[config.mk]
export PLATFORM = sky130hd
export DESIGN_NAME = ghdt_front
export DESIGN_NICKNAME = d
export VERILOG_FILES = /design/src/rtl/core/ghdt_pkg.sv /design/src/rtl/core/ghdt_front.sv
export SDC_FILE = /design/constraint.sdc
export NUM_CORES = 1
export LEC_CHECK = 0
export BUFFER_PORTS_ARGS = -buffer_cell sky130_fd_sc_hd__buf_2
export CORE_MARGIN = 2
export CORE_UTILIZATION = 41
export CTS_BUF_LIST = sky130_fd_sc_hd__clkbuf_16
export DETAILED_ROUTE_END_ITERATION = 10
export PLACE_DENSITY = 0.74
export RECOVER_POWER = 50
export REMOVE_ABC_BUFFERS = 1
export SLEW_MARGIN = 20
export SYNTH_ARGS = -nofsm -noshare
export SYNTH_HDL_FRONTEND = slang
export SYNTH_SLANG_ARGS = --single-unit
[constraint.sdc]
create_clock -name i_clk -period 2.95 [get_ports i_clk]
set_input_delay 0.295 -clock i_clk [delete_from_list [all_inputs] [get_ports i_clk]]
set_output_delay 0.295 -clock i_clk [all_outputs]
set_load 0.05 [all_outputs]
[src/rtl/core/ghdt_pkg.sv]
// ----------------------------------------------------------------------------
// ghdt_pkg
// Shared types and constants for the gridpoint haplotype dedup table.
// ----------------------------------------------------------------------------
package ghdt_pkg;
    localparam int GRIDPOINTS = 1024;
    localparam int MAX_LOCI   = 32;
    localparam int MAX_UNIQUE = 16;
    localparam int GP_W    = 10;
    localparam int KEY_W   = 32;
    localparam int UIDX_W  = $clog2(MAX_UNIQUE);
    localparam int CNT_W   = $clog2(MAX_UNIQUE + 1);
    localparam int POS_W   = 6;
    localparam int ADDR_W  = GP_W + UIDX_W;
    localparam int QDEPTH  = 2;

    // classify request passed from front to back
    typedef struct packed {
        logic [GP_W-1:0]  gp;
        logic [KEY_W-1:0] key;
        logic             first;
    } t_req;

    typedef struct packed {
        logic [GP_W-1:0]   gp;
        logic [UIDX_W-1:0] idx;
        logic              is_new;
        logic              ovf;
        logic [KEY_W-1:0]  key;
    } t_res;
endpackage

[src/rtl/core/ghdt_front.sv]
// ----------------------------------------------------------------------------
// ghdt_front
// Packs allele bits per gridpoint and emits a request at each last locus.
// ----------------------------------------------------------------------------
module ghdt_front (
    input  logic                         i_clk,
    input  logic                         i_rst_n,
    input  logic                         i_valid,
    output logic                         o_ready,
    input  logic [ghdt_pkg::GP_W-1:0]    i_gridpoint,
    input  logic                         i_allele,
    input  logic                         i_last,
    input  logic                         i_first,
    output logic                         o_req_valid,
    input  logic                         i_req_ready,
    output ghdt_pkg::t_req               o_req
);
    logic [ghdt_pkg::KEY_W-1:0] r_key, n_key;
    logic [ghdt_pkg::POS_W-1:0] r_pos;
    logic in_range;

    // only a last locus in range needs queue space
    assign in_range    = ({6'd0, i_gridpoint} < 16'(ghdt_pkg::GRIDPOINTS));
    assign o_ready     = !(i_last && in_range) || i_req_ready;
    assign o_req_valid = i_valid && i_last && in_range;

    always_comb begin
        n_key = r_key;
        if (i_allele && r_pos < 6'(ghdt_pkg::MAX_LOCI) && r_pos < 6'd32)
            n_key[r_pos[4:0]] = 1'b1;
    end

    assign o_req.gp    = i_gridpoint;
    assign o_req.key   = n_key;
    assign o_req.first = i_first;

    always_ff @(posedge i_clk) begin
        if (!i_rst_n) begin
            r_key <= '0;
            r_pos <= '0;
        end else if (i_valid && o_ready) begin
            if (i_last) begin
                r_key <= '0;
                r_pos <= '0;
            end else begin
                r_key <= n_key;
                if (r_pos < 6'(ghdt_pkg::MAX_LOCI)) r_pos <= r_pos + 6'd1;
            end
        end
    end
endmodule

Word level (Yosys, flattened, before mapping):

Cells that the tools add are included.

* bits in registers: 38
* input port bits: 17
* output and inout bits: 45

* $add $sub $neg: 1
* reductions and logical operators: 9
* bitwise logic cells: 1
* magnitude comparators: 3
* mux-type cells: 6

Operator list (number)
* $mux W32: 2
* $or A32 B32 Y32: 1
* $mux W6: 2
* $add A6 B1 Y6 const B: 1
* $lt A5 B6 Y1 const B: 1
* $lt A6 B6 Y1 const B: 1
* $demux W1 S5: 1
* $ge A5 B1 Y1 const B: 1
* $logic_and A1 B1 Y1: 5
* $reduce_and A2 Y1: 1
* $reduce_bool A2 Y1: 1
* $logic_not A1 Y1: 1
* $logic_or A1 B1 Y1: 1
* $mux W1: 1

Depth between registers and ports, before layout:

Gate-level depths: netlist (run 1).

* depth in word-level cells: 7
* depth in mapped cells: 7

Worst setup path before layout (run 1):

OpenSTA, ideal clock, no wires.

* path type: reg2out
* start: register r_pos[0] (netlist name)
* end: output port o_req[23] (netlist name)
* arrival: 1.542 ns
* stages on the path, launching flop included: 7
* path buffers: 2
* required time: 2.655 ns
* setup slack: 1.113 ns
* path through: dfxtp_1 inv_1 ha_1 and3b_2 clkbuf_2 buf_2 a21o_1

RTL lines
* start, declared: line ghdt_front.sv:19 `logic [ghdt_pkg::POS_W-1:0] r_pos;`
* start signal, assigned: line ghdt_front.sv:47 `if (r_pos < 6'(ghdt_pkg::MAX_LOCI)) r_pos <= r_pos + 6'd1;`
* end, declared: line ghdt_front.sv:16 `output ghdt_pkg::t_req o_req`

Final worst setup path (run 1):

* start: input port i_valid
* end: register r_key[8] (netlist name)

* word-level cells in the longest chain between the ends: 1

RTL lines
* start, declared: line ghdt_front.sv:8 `input logic i_valid,`
* $logic_and A1 B1 Y1: line ghdt_front.sv:41 `end else if (i_valid && o_ready) begin`
* end signal, assigned: line ghdt_front.sv:46 `r_key <= n_key;`
* end, declared: line ghdt_front.sv:18 `logic [ghdt_pkg::KEY_W-1:0] r_key, n_key;`

No other way between the ends.
A chain may end at the register's enable or synchronous reset.

==> impl_metrics.env, run 1 <==
export IMPL_drtAntennaViolNets=0
export IMPL_crit_slowest_cell="nand2_1"
export IMPL_async_reset_ff_share_pct=0
export IMPL_worst_slew_pin_slew_ns=1.26
export IMPL_final_common_cell="dfxtp_1"
export IMPL_postSynthAreaPerCell_um2=9.62
export IMPL_status="complete, no violations"
export IMPL_yosys_warnings=0
export IMPL_clkSinkCount=38
export IMPL_die_area_um2=5850
export IMPL_hold_class="primary input to flip-flop"
export IMPL_dp_slack_ns=1.10
export IMPL_rsz0062_at_grt="no"
export IMPL_htree_levels=2
export IMPL_skew_ns=0.00341
export IMPL_required_ns=3.07
export IMPL_start_util_pct=42.5
export IMPL_final_cell_mix="dfxtp_1, buf_2, nor2_1"
export IMPL_setup_violations=0
export IMPL_drt_iter0_drc=96
export IMPL_drc_errors=0
export IMPL_synth_seq_cells=38
export IMPL_ir_drop_v=0.000286
export IMPL_routed_wl_mm=4.59
export IMPL_portBuffers=39
export IMPL_ys_flop_type="dfxtp_1"
export IMPL_setup_tns_final_ns=0
export IMPL_grt_max_degree=37
export IMPL_fin_crit_sh_pct=77.3
export IMPL_setup_slack_ns=0.668
export IMPL_drive_above_1_share_pct=27.2
export IMPL_routed_via_density=5.60
export IMPL_clk_latency_ns=0.28
export IMPL_dp_cells=297
export IMPL_fillCellCount=523
export IMPL_antenna_diode_count=0
export IMPL_postCtsSetupBuffers=0
export IMPL_gp_congestion=0.763
export IMPL_cp_max_fo=36
export IMPL_grt_total_usage_pct=16.5
export IMPL_crit_type="primary input to flip-flop"
export IMPL_die_w_um=76.5
export IMPL_core_area_um2=5070
export IMPL_placementRows=26
export IMPL_synthCells=224
export IMPL_layout_cells_non_filler=305
export IMPL_place_hpwl_mm=2.86
export IMPL_synth_edff_count=0
export IMPL_dieHeight_um=76.5
export IMPL_syn_to_final_growth_pct=7.25
export IMPL_finalNetCount=257
export IMPL_path_cells="clkbuf_1, nand3_1, nand2_1, nor2_1"
export IMPL_vias=1709
export IMPL_hold_viol=0
export IMPL_grt_pass1_vias=1623
export IMPL_leakage_nw=1.19
export IMPL_post_drt_wl_per_cell_um=15.0
export IMPL_powerDensity_nw_per_um2=477
export IMPL_max_freq_mhz=438
export IMPL_holdBufCountCts=0
export IMPL_cts_tree="yes"
export IMPL_cts_buffers=5
export IMPL_post_cts_resized=0
export IMPL_maxSlewHeadroom_pct=15.9
export IMPL_crit_arrival_ns=2.40
export IMPL_max_stage_delay_ns=0.93
export IMPL_syn_area_um2=2160
export IMPL_grt_pass1_wl_mm=7.84
export IMPL_grt_antenna_before_repair=0
export IMPL_clk_root_buffer_cell="clkbuf_16"
export IMPL_clkTransAtPathRegs_ns=0.05
export IMPL_cap_violations=0
export IMPL_start_kind="primary input"
export IMPL_total_power_mw=1.10
export IMPL_firstDrtPassIters=4
export IMPL_seq_area_frac_synth_pct=35.3
export IMPL_grt_overflow=0
export IMPL_fin_crit_ns=2.28
export IMPL_io_pins=62
export IMPL_finalMaxSlewViolations=0
export IMPL_critPathCaptureType="flip-flop"
export IMPL_ys_types=32
export IMPL_clock_path_buffers=2
## per-stage QoR
stage	hold slack [ns]	utilization [%]	cell area, um^2
2_1_floorplan	0.413	-	1900
3_3_place_gp	0.454	43.1	2190
3_5_place_dp	0.460	43.1	2190
4_1_cts	0.261	45.8	2320
5_1_grt	0.252	45.6	2310
6_report	0.252	45.6	2310
## final cells by class
cell class                      count  area, um^2  area share, %
Multi-Input combinational cell    146        1120           48.4
Sequential cell                    38         761           32.9
Timing Repair Buffer               40         196           8.50
Clock buffer                        5         125           5.41
Tap cell                           70        87.6           3.79
Clock inverter                      3        12.5          0.541
Inverter                            3        11.3          0.487
## logic make-up after synthesis
kind of cell / count (synthesis) / share of synthesized area, %
fa+ha+maj: 6 / 3.48
flops: 38 / 35.3
simple gates: 63 / 17.8
buf+inv: 40 / 12.7
compound gates: 77 / 30.7
## power by group
group / switching, mW / internal (mW)
registers: 0.00327 / 0.516
logic: 0.0644 / 0.0174
clock network: 0.198 / 0.305
## per-layer routing
layer  wire, um  vias to the layer above  track usage [%]
li1           -                      840                -
met1       2080                      793             21.6
met2       2070                       69             25.1
met5          0                        -                0
met3        374                        7             5.81
met4         63                        0             6.00
## final timing paths
| check | slack (ns) | from | endpoint | depth (start not counted) |
|---|---|---|---|---|
| worst min register to register | 0.47 | r_key[3]$_SDFFE_PN0P_ | r_key[3]$_SDFFE_PN0P_ | 2 |
| worst min-delay path | 0.25 | i_rst_n | r_pos[0]$_SDFFE_PN0P_ | 2 |
| worst max register to register | 1.34 | r_pos[0]$_SDFFE_PN0P_ | r_key[22]$_SDFFE_PN0P_ | 5 |
| worst max-delay path | 0.67 | i_valid | r_key[8]$_SDFFE_PN0P_ | 4 |
## cell usage after synthesis, types with 4 or more instances
| library cell | n | share of area [%] |
|---|---|---|
| a21o_1 | 32 | 11 |
| a21oi_1 | 7 | 1.6 |
| a41oi_1 | 25 | 10 |
| a41oi_2 | 8 | 6.0 |
| and3b_2 | 6 | 2.8 |
| buf_2 | 14 | 3.3 |
| buf_4 | 11 | 3.8 |
| buf_6 | 4 | 2.1 |
| dfxtp_1 | 38 | 35 |
| ha_1 | 6 | 3.5 |
| nor2_1 | 33 | 5.7 |
## sequential cells by signal, indices dropped and copies added, names as in the netlist
signal	flops
r_pos	6
r_key	32
## worst max-delay path, delay by kind of cell
kind,cells,cell delay [ns]
buffers and inverters,1,0.86
and+or+nand+nor,3,1.22
Power figures use the tool's default switching activity.
==> inputs of run 2 (changes only) <==
==> constraint.sdc (replaced) <==
create_clock -name i_clk -period 2.3 [get_ports i_clk]
set_input_delay 0.23 -clock i_clk [delete_from_list [all_inputs] [get_ports i_clk]]
set_output_delay 0.23 -clock i_clk [all_outputs]
set_load 0.05 [all_outputs]
==> run 2 against run 1 <==
Register-to-register slack lost 0.65 ns. Count of clock-buffer cells in the layout is the same. Sequential cell count is the same. Clock skew grew 0.0027 ns. Core utilization grew 0.81 points. Sequential power grew 28%. Total power grew 39%. First-iteration DRC count shrank 9.4%. Cell count grew 0.33%. Highest routed layer unchanged. Non-clock buffer count grew 1. Routed wire length shrank 0.33%. Largest cell class unchanged.
==> impl_metrics.env, run 2 (synthesis gave the netlist of run 1 again) <==
export IMPL_regMostFlops="r_key"
export IMPL_start_util_pct=42.5
export IMPL_gp_congestion=0.809
export IMPL_postCtsSetupBuffers=0
export IMPL_grt_pass1_vias=1573
export IMPL_placementRows=26
export IMPL_routed_wl_met3_um=276
export IMPL_powerDensity_nw_per_um2=653
export IMPL_syn_to_final_growth_pct=9.17
export IMPL_die_w_um=76.5
export IMPL_finalMaxSlewViolations=0
export IMPL_drt_iter0_drc=87
export IMPL_clk_latency_ns=0.28
export IMPL_cts_buffers=5
export IMPL_required_ns=2.07
export IMPL_hold_class="primary input to flip-flop"
export IMPL_clk_root_buffer_cell="clkbuf_16"
export IMPL_post_cts_resized=0
export IMPL_final_cell_mix="buf_2, dfxtp_1, nor2_1"
export IMPL_r2r_setup_slack_ns=0.69
export IMPL_grt_antenna_before_repair=0
export IMPL_dieHeight_um=76.5
export IMPL_fin_crit_sh_pct=90.2
export IMPL_dp_slack_ns=0.520
export IMPL_holdBufCountCts=0
export IMPL_grt_pass1_wl_mm=7.79
export IMPL_drc_errors=0
export IMPL_drive_above_1_share_pct=29.2
export IMPL_status="complete, no violations"
export IMPL_post_drt_wl_per_cell_um=14.9
export IMPL_critPathCaptureType="output port"
export IMPL_setup_slack_ns=0.226
export IMPL_clkTransAtPathRegs_ns=0.06
export IMPL_grt_max_degree=37
export IMPL_total_power_mw=1.54
export IMPL_htree_levels=2
export IMPL_max_freq_mhz=482
export IMPL_portBuffers=39
export IMPL_path_cells="nor3b_2, a21o_1, buf_2"
export IMPL_setup_violations=0
export IMPL_place_hpwl_mm=2.92
export IMPL_io_pins=62
export IMPL_grt_overflow=0
export IMPL_fin_crit_ns=2.07
export IMPL_antenna_diode_count=0
export IMPL_maxSlewHeadroom_pct=17.1
export IMPL_clkSinkCount=38
export IMPL_largest_reg_flops=32
export IMPL_largest_registers="r_key x32, r_pos x6"
export IMPL_crit_type="flip-flop to output port"
export IMPL_ir_drop_v=0.000427
export IMPL_cap_violations=0
export IMPL_clock_path_buffers=2
export IMPL_met1_length_mm=2.21
export IMPL_setup_tns_final_ns=0
export IMPL_worst_slew_pin_slew_ns=1.24
export IMPL_die_area_um2=5850
export IMPL_crit_arrival_ns=1.84
export IMPL_cts_tree="yes"
export IMPL_cp_max_fo=12
export IMPL_rsz0062_at_grt="no"
export IMPL_max_stage_delay_ns=0.58
export IMPL_firstDrtPassIters=4
export IMPL_grt_total_usage_pct=16.3
export IMPL_crit_slowest_cell="dfxtp_1"
export IMPL_finalNetCount=258
export IMPL_leakage_nw=1.21
export IMPL_core_area_um2=5070
export IMPL_start_kind="flip-flop"
export IMPL_drtAntennaViolNets=0
export IMPL_routed_via_density=5.66
export IMPL_dr_max_layer_used="met4"
export IMPL_vias=1732
export IMPL_routed_wl_mm=4.57
export IMPL_wl_met2_mm=2.06
export IMPL_skew_ns=0.00611
export IMPL_hold_viol=0
run 2: power by group:
| part | leakage (nW) | switching (mW) | internal, mW |
|---|---|---|---|
| sequential | 0.306 | 0.00393 | 0.662 |
| combinational | 0.827 | 0.0826 | 0.0242 |
| clock | 0.0812 | 0.257 | 0.507 |
run 2: critical path, delay by kind of cell, from the launching register on:
| kind | cells | cell delay (ns) |
|---|---|---|
| compound gates | 1 | 0.20 |
| flops | 1 | 0.58 |
| simple gates | 1 | 0.53 |
| buf+inv | 1 | 0.25 |
run 2: per-layer routing:
layer	track usage (%)	up-vias
met1	21.8	826
met5	0	-
met2	25.3	64
li1	-	837
met3	5.45	5
met4	4.36	0
run 2: through the flow:
step,instances,util (%),hold slack (ns),cell area [um^2]
2_1_floorplan,187,-,0.348,1900
4_1_cts,306,46.5,0.202,2360
5_1_grt,306,46.4,0.204,2350
3_3_place_gp,298,43.2,0.453,2190
6_report,306,46.4,0.194,2350
3_5_place_dp,298,43.2,0.461,2190
run 2: cell type report:
cell class                      instances  area (um^2)
Fill cell                             521         2720
Multi-Input combinational cell        146         1120
Sequential cell                        38          761
Timing Repair Buffer                   41          209
Clock buffer                            5          125
Tap cell                               70         87.6
Clock inverter                          3         41.3
Inverter                                3         11.3
run 2: worst paths after layout:
path	to	startpoint	cells after the start
setup reg to reg	r_key[2]$_SDFFE_PN0P_	r_pos[0]$_SDFFE_PN0P_	5
hold reg to reg	r_key[14]$_SDFFE_PN0P_	r_key[14]$_SDFFE_PN0P_	2
hold / removal	r_pos[1]$_SDFFE_PN0P_	i_rst_n	2
setup / recovery	o_req[8]	r_pos[2]$_SDFFE_PN0P_	3
