==> config.mk <==
export PLATFORM = sky130hd
export DESIGN_NAME = ghdt_queue
export DESIGN_NICKNAME = d
export VERILOG_FILES = /design/src/rtl/core/ghdt_pkg.sv /design/src/rtl/core/ghdt_queue.sv
export SDC_FILE = /design/constraint.sdc
export NUM_CORES = 1
export LEC_CHECK = 0
export BUFFER_PORTS_ARGS = -buffer_cell sky130_fd_sc_hd__buf_2
export CORE_MARGIN = 4
export CORE_UTILIZATION = 45
export CTS_CLUSTER_DIAMETER = 150
export DETAILED_ROUTE_END_ITERATION = 7
export GPL_TIMING_DRIVEN = 0
export HOLD_SLACK_MARGIN = 0.12
export MAX_ROUTING_LAYER = met4
export PLACE_DENSITY = 0.78
export SYNTH_ARGS = -nofsm -noshare
export SYNTH_HDL_FRONTEND = slang
export SYNTH_SLANG_ARGS = --single-unit
==> constraint.sdc <==
create_clock -name i_clk -period 6.9 [get_ports i_clk]
set_input_delay 0 -clock i_clk [delete_from_list [all_inputs] [get_ports i_clk]]
set_output_delay 0 -clock i_clk [all_outputs]
set_load 0.01 [all_outputs]
==> src/rtl/core/ghdt_pkg.sv <==
// ----------------------------------------------------------------------------
// ghdt_pkg
// Shared types and constants for the gridpoint haplotype dedup table.
// ----------------------------------------------------------------------------
package ghdt_pkg;
    localparam int GRIDPOINTS = 1024;
    localparam int MAX_LOCI   = 32;
    localparam int MAX_UNIQUE = 16;
    localparam int GP_W    = 10;
    localparam int KEY_W   = 32;
    localparam int UIDX_W  = $clog2(MAX_UNIQUE);
    localparam int CNT_W   = $clog2(MAX_UNIQUE + 1);
    localparam int POS_W   = 6;
    localparam int ADDR_W  = GP_W + UIDX_W;
    localparam int QDEPTH  = 2;

    // classify request passed from front to back
    typedef struct packed {
        logic [GP_W-1:0]  gp;
        logic [KEY_W-1:0] key;
        logic             first;
    } t_req;

    typedef struct packed {
        logic [GP_W-1:0]   gp;
        logic [UIDX_W-1:0] idx;
        logic              is_new;
        logic              ovf;
        logic [KEY_W-1:0]  key;
    } t_res;
endpackage

==> src/rtl/core/ghdt_queue.sv <==
// ----------------------------------------------------------------------------
// ghdt_queue
// Two-entry request queue between front and back.
// ----------------------------------------------------------------------------
module ghdt_queue (
    input  logic           i_clk,
    input  logic           i_rst_n,
    input  logic           i_valid,
    output logic           o_ready,
    input  ghdt_pkg::t_req i_data,
    output logic           o_valid,
    input  logic           i_ready,
    output ghdt_pkg::t_req o_data
);
    ghdt_pkg::t_req r_mem [ghdt_pkg::QDEPTH];
    logic r_wp, r_rp;
    logic [1:0] r_cnt;
    logic push, pop;

    assign o_ready = (r_cnt != 2'(ghdt_pkg::QDEPTH));
    assign o_valid = (r_cnt != 2'd0);
    assign o_data  = r_mem[r_rp];
    assign push = i_valid && o_ready;
    assign pop  = o_valid && i_ready;

    always_ff @(posedge i_clk) begin
        if (push) r_mem[r_wp] <= i_data;
        if (!i_rst_n) begin
            r_wp <= 1'b0; r_rp <= 1'b0; r_cnt <= '0;
        end else begin
            if (push) r_wp <= ~r_wp;
            if (pop)  r_rp <= ~r_rp;
            r_cnt <= r_cnt + 2'(push) - 2'(pop);
        end
    end
endmodule

Yosys cells after proc, flatten, opt, wreduce, memory -nomap -nowiden
Memory sizes are Yosys's and may differ from the RTL's. A register that Yosys moved wholly into a read port is not among the register bits.
Index checks and enable logic that the tools add are counted.

operators by class
  eq/ne operators = 1
  mux-type cells = 4
  bitwise gates (word level) = 2
  add/sub/neg operators = 2
  reductions and logical operators = 3

operator list
  cell                                         number
  1-bit two-way mux                            4
  2-bit by 1-bit adder with 2-bit output       1
  1-bit logical AND                            2
  2-bit != test, second input constant         1
  1-bit NOT                                    2
  2-bit nonzero test                           1
  2-bit by 1-bit subtractor with 2-bit output  1

storage, ports and cells
  output and inout port bits = 45
  bits of input ports = 47
  word-level logic and storage cells = 16
  flip-flop bits (word level) = 4
  memory bits (writable) = 86
  memories = 1

memory list
  name   words  width  rd ports  clocked after memory_dff  write ports  RTL line          RTL
  r_mem  2      43     1         1                         1            ghdt_queue.sv:15  ghdt_pkg::t_req r_mem [ghdt_pkg::QDEPTH];

Logic depth before layout (Yosys ltp)
Gate-level depths: netlist of run 1.

  depth in word-level cells = 4
  depth in mapped cells = 8
  gate-level depth less buffers = 8

Worst setup path after synthesis of run 1
No wires, ideal clock.

  kind = reg-to-reg
  from = reg r_cnt[0]
  to = mem r_mem[0][0] (netlist name) (enable)
  period minus slack after synthesis = 2.909 ns
  stages on the path, launching flop included = 4
  library setup time = 0.443 ns
  required time = 6.457 ns
  buffers on the path = 0
  slack = 3.991 ns
  arrival = 2.466 ns
  cells stage by stage = dfxtp_1 > nand2b_1 > nand2_1 > nor2_1

on the way
  cells in the longest elaborated chain, start to end = 4

ends and longest elaborated chain
  what                                     RTL line          RTL
  start: declaration                       ghdt_queue.sv:17  logic [1:0] r_cnt;
  start signal: assignment                 ghdt_queue.sv:33  r_cnt <= r_cnt + 2'(push) - 2'(pop);
  2-bit != test                            ghdt_queue.sv:20  assign o_ready = (r_cnt != 2'(ghdt_pkg::QDEPTH));
  named net o_ready                        ghdt_queue.sv:9   output logic o_ready,
  1-bit logical AND                        ghdt_queue.sv:23  assign push = i_valid && o_ready;
  1-bit two-way mux                        ghdt_queue.sv:27  if (push) r_mem[r_wp] <= i_data;
  1-bit two-way mux (not written as such)  ghdt_queue.sv:27
  end: declaration                         ghdt_queue.sv:15

The timed path passes the listed nets, and every way through them passes these cells.

Final worst setup path of run 1
  from = reg r_cnt[0]
  to = mem r_mem[0][40] (netlist name) (enable)

on the way
  cells in the longest elaborated chain, start to end = 4

ends and longest elaborated chain
  what                                     RTL line
  2-bit != test                            ghdt_queue.sv:20
  1-bit logical AND                        ghdt_queue.sv:23
  1-bit two-way mux                        ghdt_queue.sv:27
  1-bit two-way mux (not written as such)  ghdt_queue.sv:27

No other way between the ends.

==> results of run 1 <==
[layout make-up]
class | instances | area share
flip-flops and latches | 91 | 0.557
plain buffers | 5 | 0.0190
multi-input cells | 61 | 0.161
inverters | 1 | 0.000779
clock buffers | 11 | 0.0273
repair buffers | 139 | 0.198
clock inverters | 4 | 0.0109
well taps | 102 | 0.0265
[power by group]
part,switching [W],internal (W)
Sequential,0.0000236,0.000693
Combinational,0.000210,0.000264
Clock,0.000168,0.000166
Total,0.000402,0.00112
[metal layers]
layer,GRT usage,wire length (µm)
met3,0.0303,266
met4,0.0486,61
met1,0.153,2450
met5,-,0
met2,0.241,3270
[sequential cells by signal, indices dropped and copies added (netlist names), named ones only]
signal,flops
r_cnt,2
r_mem,86
r_rp,1
r_wp,1
[per-stage QoR]
step	utilization	total power (W)	cells	area, µm²	hold slack, ps
detailed placement	0.543	0.00119	353	4180	191
global placement	0.537	0.00117	351	4130	187
floorplan	-	0.00104	158	3540	98.9
CTS	0.627	0.00155	414	4820	359
finish	0.627	0.00153	414	4820	382
global route	0.627	0.00161	414	4820	377
[critical path: stages, from the launching register on]
cell and delay, ps:
dfxtp_1 380, nand2b_1 160, nand2_1 150, nor2_4 490, buf_12 270
[cells in the final DEF (no fill, tap or decap), drive strengths merged]
cell / netlist / routed
nand2b: 2 / 2
ha: 2 / 2
xnor2: 3 / 3
and3: 1 / 1
and2: 2 / 2
mux2: 43 / 43
nor2: 1 / 1
buf: 5 / 98
bufinv: 0 / 1
mux2i: 1 / 1
clkbuf: 0 / 11
clkinvlp: 0 / 3
nor2b: 2 / 2
o21a: 1 / 1
edfxtp: 86 / 86
dlygate4sd3: 0 / 46
or2: 1 / 1
inv: 1 / 1
dfxtp: 5 / 5
nand2: 2 / 2
[cell families (layout without fill, tap and decap cells)]
kind of cell,count (synthesis),count (layout),share of synthesized area
XOR/XNOR,3,3,0.00742
adder cells (fa/ha/maj),2,2,0.00706
buffers and inverters,6,160,0.0268
flip-flops,91,91,0.757
multiplexers,44,44,0.182
AND/OR/NAND/NOR,11,11,0.0173
AO/OA/AOI/OAI,1,1,0.00247
[final timing paths]
check / to / slack (ps) / cells past startpoint
min: r_mem[1][34] / 380 / 2
max: r_mem[0][40] / 5140 / 4
min reg2reg: r_wp / 540 / 2
max reg2reg: r_mem[0][40] / 5140 / 4
[timing repair]
action / CTS / global route
resized for setup: 0 / 0
hold buffers: 46 / 0
hold endpoints to repair: 91 / 0
==> metrics.md, run 1 <==
| Metric | Value |
|---|---|
| Largest vdd supply drop | `0.228 mV` |
| Mapped Area | `3540 µm²` |
| RSZ-0062 raised after global routing | `no` |
| Status | `finished, final reports clean` |
| Site Rows | `32` |
| Routability Congestion | `0.655` |
| Hold Path Origin | `i_data[34]` |
| Max-cap violations | `0` |
| Post-CTS Setup Repair Bufs | `0` |
| GRT Residual Overflow | `0` |
| Die X | `96.7 µm` |
| Initial antenna violation count | `0` |
| DRC errors left | `0` |
| Antenna diodes | `0` |
| EDFF count, synth | `86` |
| First-pass GRT wire length | `9770 µm` |
| Synth top area cells | `edfxtp_1 73%, mux2_4 17%, dfxtp_1 2.8%` |
| Ys Warns | `0` |
| Final period utilization | `0.255` |
| Syn nets | `207` |
| WP data arrival | `1800 ps` |
| Fmax | `569 MHz` |
| Critical path class | `reg2reg` |
| Buffers added on ports | `91` |
| Startpoint Class | `register` |
| Root Driver | `clkbuf_8` |
| # fillers | `574` |
| Clock skew | `8.55 ps` |
| Synth Register Bits | `91` |
| Htree depth | `3` |
| Core area | `7690 µm²` |
| Synthesized area per cell | `22.4 µm²` |
| I/O pin count | `92` |
| Via density | `4.53` |
| CP Capture Type | `register` |
| Post-Syn Instances | `158` |
| Area grow syn2layout | `36.0%` |
| Dpl hpwl | `3920 µm` |
| Synth cell count leaders | `86 x edfxtp_1, 40 x mux2_4, 5 x dfxtp_1` |
| Crit path from | `r_cnt[0]` |
| Worst setup margin | `5140 ps` |
| Largest net degree at the start of global routing | `29` |
| Crit path time final | `1760 ps` |
| Clk sinks | `91` |
| Post-synth ARST share | `0` |
| TNS Setup | `0 ps` |
| Reg2reg start | `r_cnt[0]` |
| Number of global-route vias before repair | `2000` |
| Final Max Tran Viols | `0` |
| Clock latency on the worst-skew pair | `340 ps` |
| Critical-path maximum fanout | `26` |
| Multi-input logic area | `774 µm²` |
| Via count | `1877` |
| Max_slew headroom | `0.613` |
| Die Y | `96.7 µm` |
| Largest area contributor in the netlist | `edfxtp_1` |
| Fin. Hold Viols | `0` |
| Die area | `9360 µm²` |
| CP Data Required Time | `6940 ps` |
| CTS Buf Count | `9` |
| Register area share after synthesis | `0.757` |
| P_leak | `1.90 nW` |
| Library cells used by synthesis | `18` |
| Post-DRT Antenna Nets | `0` |
| Fin nets | `357` |
| Setup-failing EPs final | `0` |
| CTS tree | `built` |
| Layout cells sized above 1 | `0.506` |
| Yosys top cell area share | `0.729` |
| DR WL/cell | `14.6 µm` |
| Pre-antenna DRT Iters | `4` |
| Worst-Margin Slew | `579 ps` |
| Effective utilization at floorplan | `0.461` |
| Global Route Usage Sum | `0.137` |
| HP Class | `in2reg` |
| Storage cell area | `2680 µm²` |
| Clk buf depth | `2` |
| Routed WL | `6050 µm` |
| Cell with the most instances after synthesis | `edfxtp_1` |
| Synth Flop Type | `edfxtp_1` |
| Initial DRC count | `49` |
| Pre-CTS setup slack | `5120 ps` |
| PD cells | `317 nW/µm²` |
| Clock-pin slew on the worst setup and hold paths | `90 ps` |
Power figures use the tool's default switching activity.
==> inputs of run 2 (changes only) <==
--- a/config.mk
+++ b/config.mk
@@ -5,6 +5,7 @@
 export SDC_FILE = /design/constraint.sdc
 export NUM_CORES = 1
 export LEC_CHECK = 0
+export ABC_AREA = 1
 export BUFFER_PORTS_ARGS = -buffer_cell sky130_fd_sc_hd__buf_2
 export CORE_MARGIN = 4
 export CORE_UTILIZATION = 45
@@ -13,7 +14,7 @@
 export GPL_TIMING_DRIVEN = 0
 export HOLD_SLACK_MARGIN = 0.12
 export MAX_ROUTING_LAYER = met4
-export PLACE_DENSITY = 0.78
+export PLACE_DENSITY = 0.8
 export SYNTH_ARGS = -nofsm -noshare
 export SYNTH_HDL_FRONTEND = slang
 export SYNTH_SLANG_ARGS = --single-unit
==> constraint.sdc (replaced) <==
create_clock -name i_clk -period 1.5 [get_ports i_clk]
set_input_delay 0 -clock i_clk [delete_from_list [all_inputs] [get_ports i_clk]]
set_output_delay 0 -clock i_clk [all_outputs]
set_load 0.01 [all_outputs]
==> metrics.md, run 2 <==
| Metric | Value |
|---|---|
| Library cells used by synthesis | `12` |
| Global Route Usage Sum | `0.158` |
| Synth top area cells | `edfxtp_1 73%, mux2_4 17%, dfxtp_1 2.8%` |
| I/O pin count | `92` |
| DR WL/cell | `16.3 µm` |
| Startpoint Class | `register` |
| Die X | `96.8 µm` |
| Via density | `4.62` |
| Final period utilization | `0.997` |
| Synthesized area per cell | `20.9 µm²` |
| Fin. Hold Viols | `0` |
| Htree depth | `3` |
| CP Data Required Time | `1480 ps` |
| Pre-antenna DRT Iters | `4` |
| Most flops, register | `r_mem` |
| Buffers added on ports | `91` |
| Yosys top cell area share | `0.728` |
| RSZ-0062 raised after global routing | `yes` |
| Largest area contributor in the netlist | `edfxtp_1` |
| Final Util | `0.677` |
| Via count | `2028` |
| Max reg flops | `86` |
| Synth Flop Type | `edfxtp_1` |
| Ys Warns | `0` |
| Post-synth ARST share | `0` |
| Cells along the critical path | `inv_2, nand2_4, nand2_4, nor2_4` |
| Most common cell after layout, fill and taps aside | `edfxtp_1` |
| GRT Residual Overflow | `0` |
| Routability Congestion | `0.668` |
| Final Max Tran Viols | `0` |
| Syn nets | `219` |
| CTS tree | `built` |
| PD cells | `1520 nW/µm²` |
| Biggest regs | `r_mem x86, r_cnt x2` |
| Post-Syn Instances | `170` |
| Mapped Area | `3550 µm²` |
| Root Driver | `clkbuf_8` |
| Largest vdd supply drop | `0.852 mV` |
| Die area | `9370 µm²` |
| CP Capture Type | `register` |
| Setup-failing EPs final | `0` |
| Largest net degree at the start of global routing | `23` |
| Post-DRT Antenna Nets | `0` |
| Clock-pin slew on the worst setup and hold paths | `80 ps` |
| Register area share after synthesis | `0.756` |
| Routed WL | `7160 µm` |
| Core area | `7690 µm²` |
| Critical-path maximum fanout | `22` |
| Clk buf depth | `2` |
| Placed cell count | `363` |
| Clock skew | `6.03 ps` |
| DRC errors left | `0` |
| Die Y | `96.8 µm` |
| P_leak | `2.08 nW` |
| Non-Filler Instances | `439` |
| Synth Register Bits | `91` |
| Worst-Margin Slew | `709 ps` |
| Number of global-route vias before repair | `2230` |
| Critical path class | `reg2reg` |
| Initial DRC count | `52` |
| Effective utilization at floorplan | `0.462` |
| WP data arrival | `1470 ps` |
| Critical path's largest stage delay | `550 ps` |
| Clock latency on the worst-skew pair | `340 ps` |
| Dpl hpwl | `3780 µm` |
| Max_slew headroom | `0.526` |
| Status | `finished, final reports clean` |
| Initial antenna violation count | `0` |
| Fin nets | `381` |
| Synth cell count leaders | `86 x edfxtp_1, 40 x mux2_4, 9 x nand2_1` |
| HP Class | `in2reg` |
| Cell with the most instances after synthesis | `edfxtp_1` |
| First-pass GRT wire length | `11100 µm` |
| Most frequent cells in the layout | `86 x edfxtp_1, 71 x buf_2, 46 x dlygate4sd3_1` |
| EDFF count, synth | `86` |
| Antenna diodes | `0` |
| Fmax | `669 MHz` |
| Site Rows | `32` |
| Worst setup margin | `4.94 ps` |
| Max-cap violations | `0` |
| Cell mode on critical path | `nand2_4` |
| Tot Pwr | `0.00794 W` |
| Area grow syn2layout | `46.7%` |
| CTS Buf Count | `9` |
| Clk sinks | `91` |
| Slowest CP cell | `nor2_4` |
| Layout cells sized above 1 | `0.519` |
| Crit path time final | `1500 ps` |
| Pre-CTS setup slack | `-450 ps` |
[run 2: through the flow]
stage / hold slack, ps / setup TNS (ps) / cell area (µm²)
floorplan: 93.4 / -4840 / 3580
CTS: 345 / -71.3 / 4910
finish: 373 / 0 / 5200
detailed placement: 192 / -37790 / 4170
global route: 369 / -4210 / 5200
global placement: 188 / -35460 / 4170
[run 2: power breakdown]
part           total, W  internal, W  switching, W
logic           0.00267      0.00153       0.00114
clock network   0.00190      0.00110      0.000798
registers       0.00336      0.00323      0.000138
total           0.00794      0.00586       0.00207
[run 2: final cells by class]
cell class	instances	area (µm²)
flip-flops and latches	91	2690
well taps	102	128
repair inverters	3	22.5
clock buffers	11	131
inverters	7	30.0
repair buffers	147	1220
fillers	529	2480
multi-input cells	68	787
plain buffers	5	100
clock inverters	5	101
[run 2: final timing paths]
kind / cells after the start / slack (ps) / start / end
max: 4 / 5 / r_cnt[0] / r_mem[0][17]
min reg2reg: 2 / 540 / r_rp / register
max reg2reg: 4 / 5 / r_cnt[0] / r_mem[0][17]
min: 2 / 370 / i_data[32] / r_mem[1][32]
[run 2: worst max-delay path, delay by kind of cell, from the launching register on]
family	cells	cell delay, ps
flops	1	350
simple gates	3	710
buf+inv	1	50
[run 2: kinds of logic (layout without fill, tap and decap cells)]
kind of cell    Yosys count  count (layout)  share of synthesized area
simple gates             20              21                     0.0222
fa+ha+maj                 2               2                    0.00705
flops                    91              91                      0.756
buf+inv                  12             178                     0.0331
mux                      43              43                      0.179
compound gates            2               2                    0.00282
[run 2: what timing repair did]
| item | 4_1_cts | 5_1_grt |
|---|---|---|
| endpoints found under the hold margin | 91 | 0 |
| pin swaps | 2 | 0 |
| setup buffers | 2 | 3 |
| hold buffers | 46 | 0 |
| gates cloned | 4 | 5 |
| resized for setup | 4 | 25 |
| setup endpoints to repair | 86 | 127 |
[run 2: metal layers]
metal / track usage / vias to the layer above / routed length (µm)
li1: - / 970 / -
met1: 0.170 / 989 / 2810
met2: 0.280 / 57 / 3910
met3: 0.0324 / 12 / 320
met4: 0.0702 / 0 / 116
met5: - / - / 0
==> inputs of run 3 (changes only) <==
==> constraint.sdc (replaced) <==
create_clock -name i_clk -period 1.5 [get_ports i_clk]
set_input_delay 0.15 -clock i_clk [delete_from_list [all_inputs] [get_ports i_clk]]
set_output_delay 0.15 -clock i_clk [all_outputs]
set_load 0.01 [all_outputs]
==> metrics.md, run 3 (synthesis gave the netlist of run 2 again) <==
| Metric | Value |
|---|---|
| Via count | `2016` |
| Cells along the critical path | `buf_12, buf_12, mux2_4, buf_2` |
| Critical path class | `reg2out` |
| Largest net degree at the start of global routing | `23` |
| Crit path time final | `1590 ps` |
| Final Util | `0.691` |
| Core area | `7690 µm²` |
| Violated checks | `setup timing` |
| Uppermost layer routed | `met4` |
| Internal power | `0.00599 W` |
| I/O pin count | `92` |
| Biggest regs | `r_mem x86, r_cnt x2` |
| CTS Buf Count | `9` |
| Clk pwr share | `0.234` |
| Routed WL | `7230 µm` |
| Fmax | `628 MHz` |
| Final period utilization | `1.06` |
| Max reg flops | `86` |
| Root Driver | `clkbuf_8` |
| Largest vdd supply drop | `0.852 mV` |
| Met3 WL | `255 µm` |
| Psw | `0.00217 W` |
| Logic gate share of total power | `0.352` |
| GRT Residual Overflow | `0` |
| DRC errors left | `0` |
| Effective utilization at floorplan | `0.462` |
| Non-Filler Instances | `439` |
| Pre-antenna DRT Iters | `4` |
| Clk sinks | `91` |
| Buffers added on ports | `91` |
| Pre-CTS setup slack | `-450 ps` |
| Dpl hpwl | `3780 µm` |
| Clock skew | `8.19 ps` |
| Cell mode on critical path | `buf_12` |
| CP top delay family | `buffers and inverters` |
| HP Class | `in2reg` |
| Max-cap violations | `0` |
| Initial DRC count | `67` |
| CP Data Required Time | `1350 ps` |
| Layout cells sized above 1 | `0.540` |
| Routability Congestion | `0.668` |
| Die Y | `96.8 µm` |
| Fin nets | `381` |
| Clk buf depth | `2` |
| Most frequent cells in the layout | `86 x edfxtp_1, 50 x buf_2, 45 x dlygate4sd3_1` |
| P_leak | `2.09 nW` |
| WL met2 | `4050 µm` |
| Worst-Margin Slew | `402 ps` |
| Status | `finished with violations` |
| Fin. Hold Viols | `0` |
| Critical path's largest stage delay | `340 ps` |
| Number of global-route vias before repair | `2235` |
| DR WL/cell | `16.5 µm` |
| # fillers | `525` |
| Flop pwr share | `0.413` |
| Site Rows | `32` |
| Initial antenna violation count | `0` |
| Internal reg-to-reg setup slack | `20 ps` |
| WP data arrival | `1440 ps` |
| PD cells | `1530 nW/µm²` |
| RSZ-0062 raised after global routing | `yes` |
| Final Max Tran Viols | `0` |
| Post-DRT Antenna Nets | `0` |
| Setup-failing EPs final | `42` |
| Die X | `96.8 µm` |
| Via density | `4.59` |
| TNS Setup | `-2790 ps` |
| Met1 Wirelength | `2860 µm` |
| Most common cell after layout, fill and taps aside | `edfxtp_1` |
| Critical path buffers and inverters | `3` |
| CP Capture Type | `output pin` |
| First-pass GRT wire length | `11300 µm` |
| CTS tree | `built` |
| Sw frac | `0.266` |
| Htree depth | `3` |
| Critical-path maximum fanout | `10` |
| Area grow syn2layout | `49.8%` |
| Antenna diodes | `0` |
| Startpoint Class | `register` |
| Slowest CP cell | `dfxtp_2` |
| Placed cell count | `363` |
| Clock-pin slew on the worst setup and hold paths | `90 ps` |
| Max_slew headroom | `0.731` |
| Global Route Usage Sum | `0.161` |
| Worst setup margin | `-92.6 ps` |
| Clock latency on the worst-skew pair | `350 ps` |
| Die area | `9370 µm²` |
| Most flops, register | `r_mem` |
[run 3: timing repair]
item / in CTS / in global routing
gates cloned: 5 / 2
hold endpoints to repair: 91 / 0
resized for setup: 50 / 11
setup buffers: 4 / 4
pin swaps: 2 / 5
setup endpoints to repair: 129 / 130
hold buffers: 45 / 0
[run 3: power by group through the flow]
stage          clock network (W)  registers (W)  logic, W
2_1_floorplan                  0        0.00337   0.00145
3_3_place_gp                   0        0.00338   0.00203
3_5_place_dp                   0        0.00341   0.00205
4_1_cts                  0.00195        0.00336   0.00273
5_1_grt                  0.00207        0.00341   0.00306
6_report                 0.00191        0.00337   0.00287
[run 3: path summary, 6_finish.rpt]
kind | start | end | cells past startpoint
hold / removal | i_valid | r_wp | 3
setup reg to reg | r_cnt[0] | r_cnt[1] | 10
hold reg to reg | r_rp | register | 2
setup / recovery | register | o_data[41] | 4
[run 3: cell type report]
class | count | area (µm²) | area share
Buffer | 5 | 100 | 0.0188
Clock buffer | 11 | 131 | 0.0247
Clock inverter | 5 | 101 | 0.0191
Inverter | 7 | 30.0 | 0.00565
Multi-Input combinational cell | 70 | 851 | 0.160
Sequential cell | 91 | 2690 | 0.506
Tap cell | 102 | 128 | 0.0240
Timing Repair Buffer | 145 | 1260 | 0.238
Timing Repair inverter | 3 | 22.5 | 0.00424
[run 3: metal layers]
layer	GRT usage	vias to the layer above
li1	-	970
met1	0.177	981
met2	0.288	59
met3	0.0296	6
met4	0.0648	0
met5	-	-
[run 3: tightest hold or removal path, stage by stage]
cell	delay [ps]
buf_2	160
a21oi_1	170
nor2_1	70
[run 3: per-stage QoR]
stage / total power [W] / hold slack (ps) / cell area [µm²]
floorplan: 0.00482 / 243 / 3580
global placement: 0.00541 / 338 / 4170
detailed placement: 0.00546 / 342 / 4170
CTS: 0.00804 / 134 / 5210
global route: 0.00853 / 227 / 5310
finish: 0.00815 / 225 / 5310
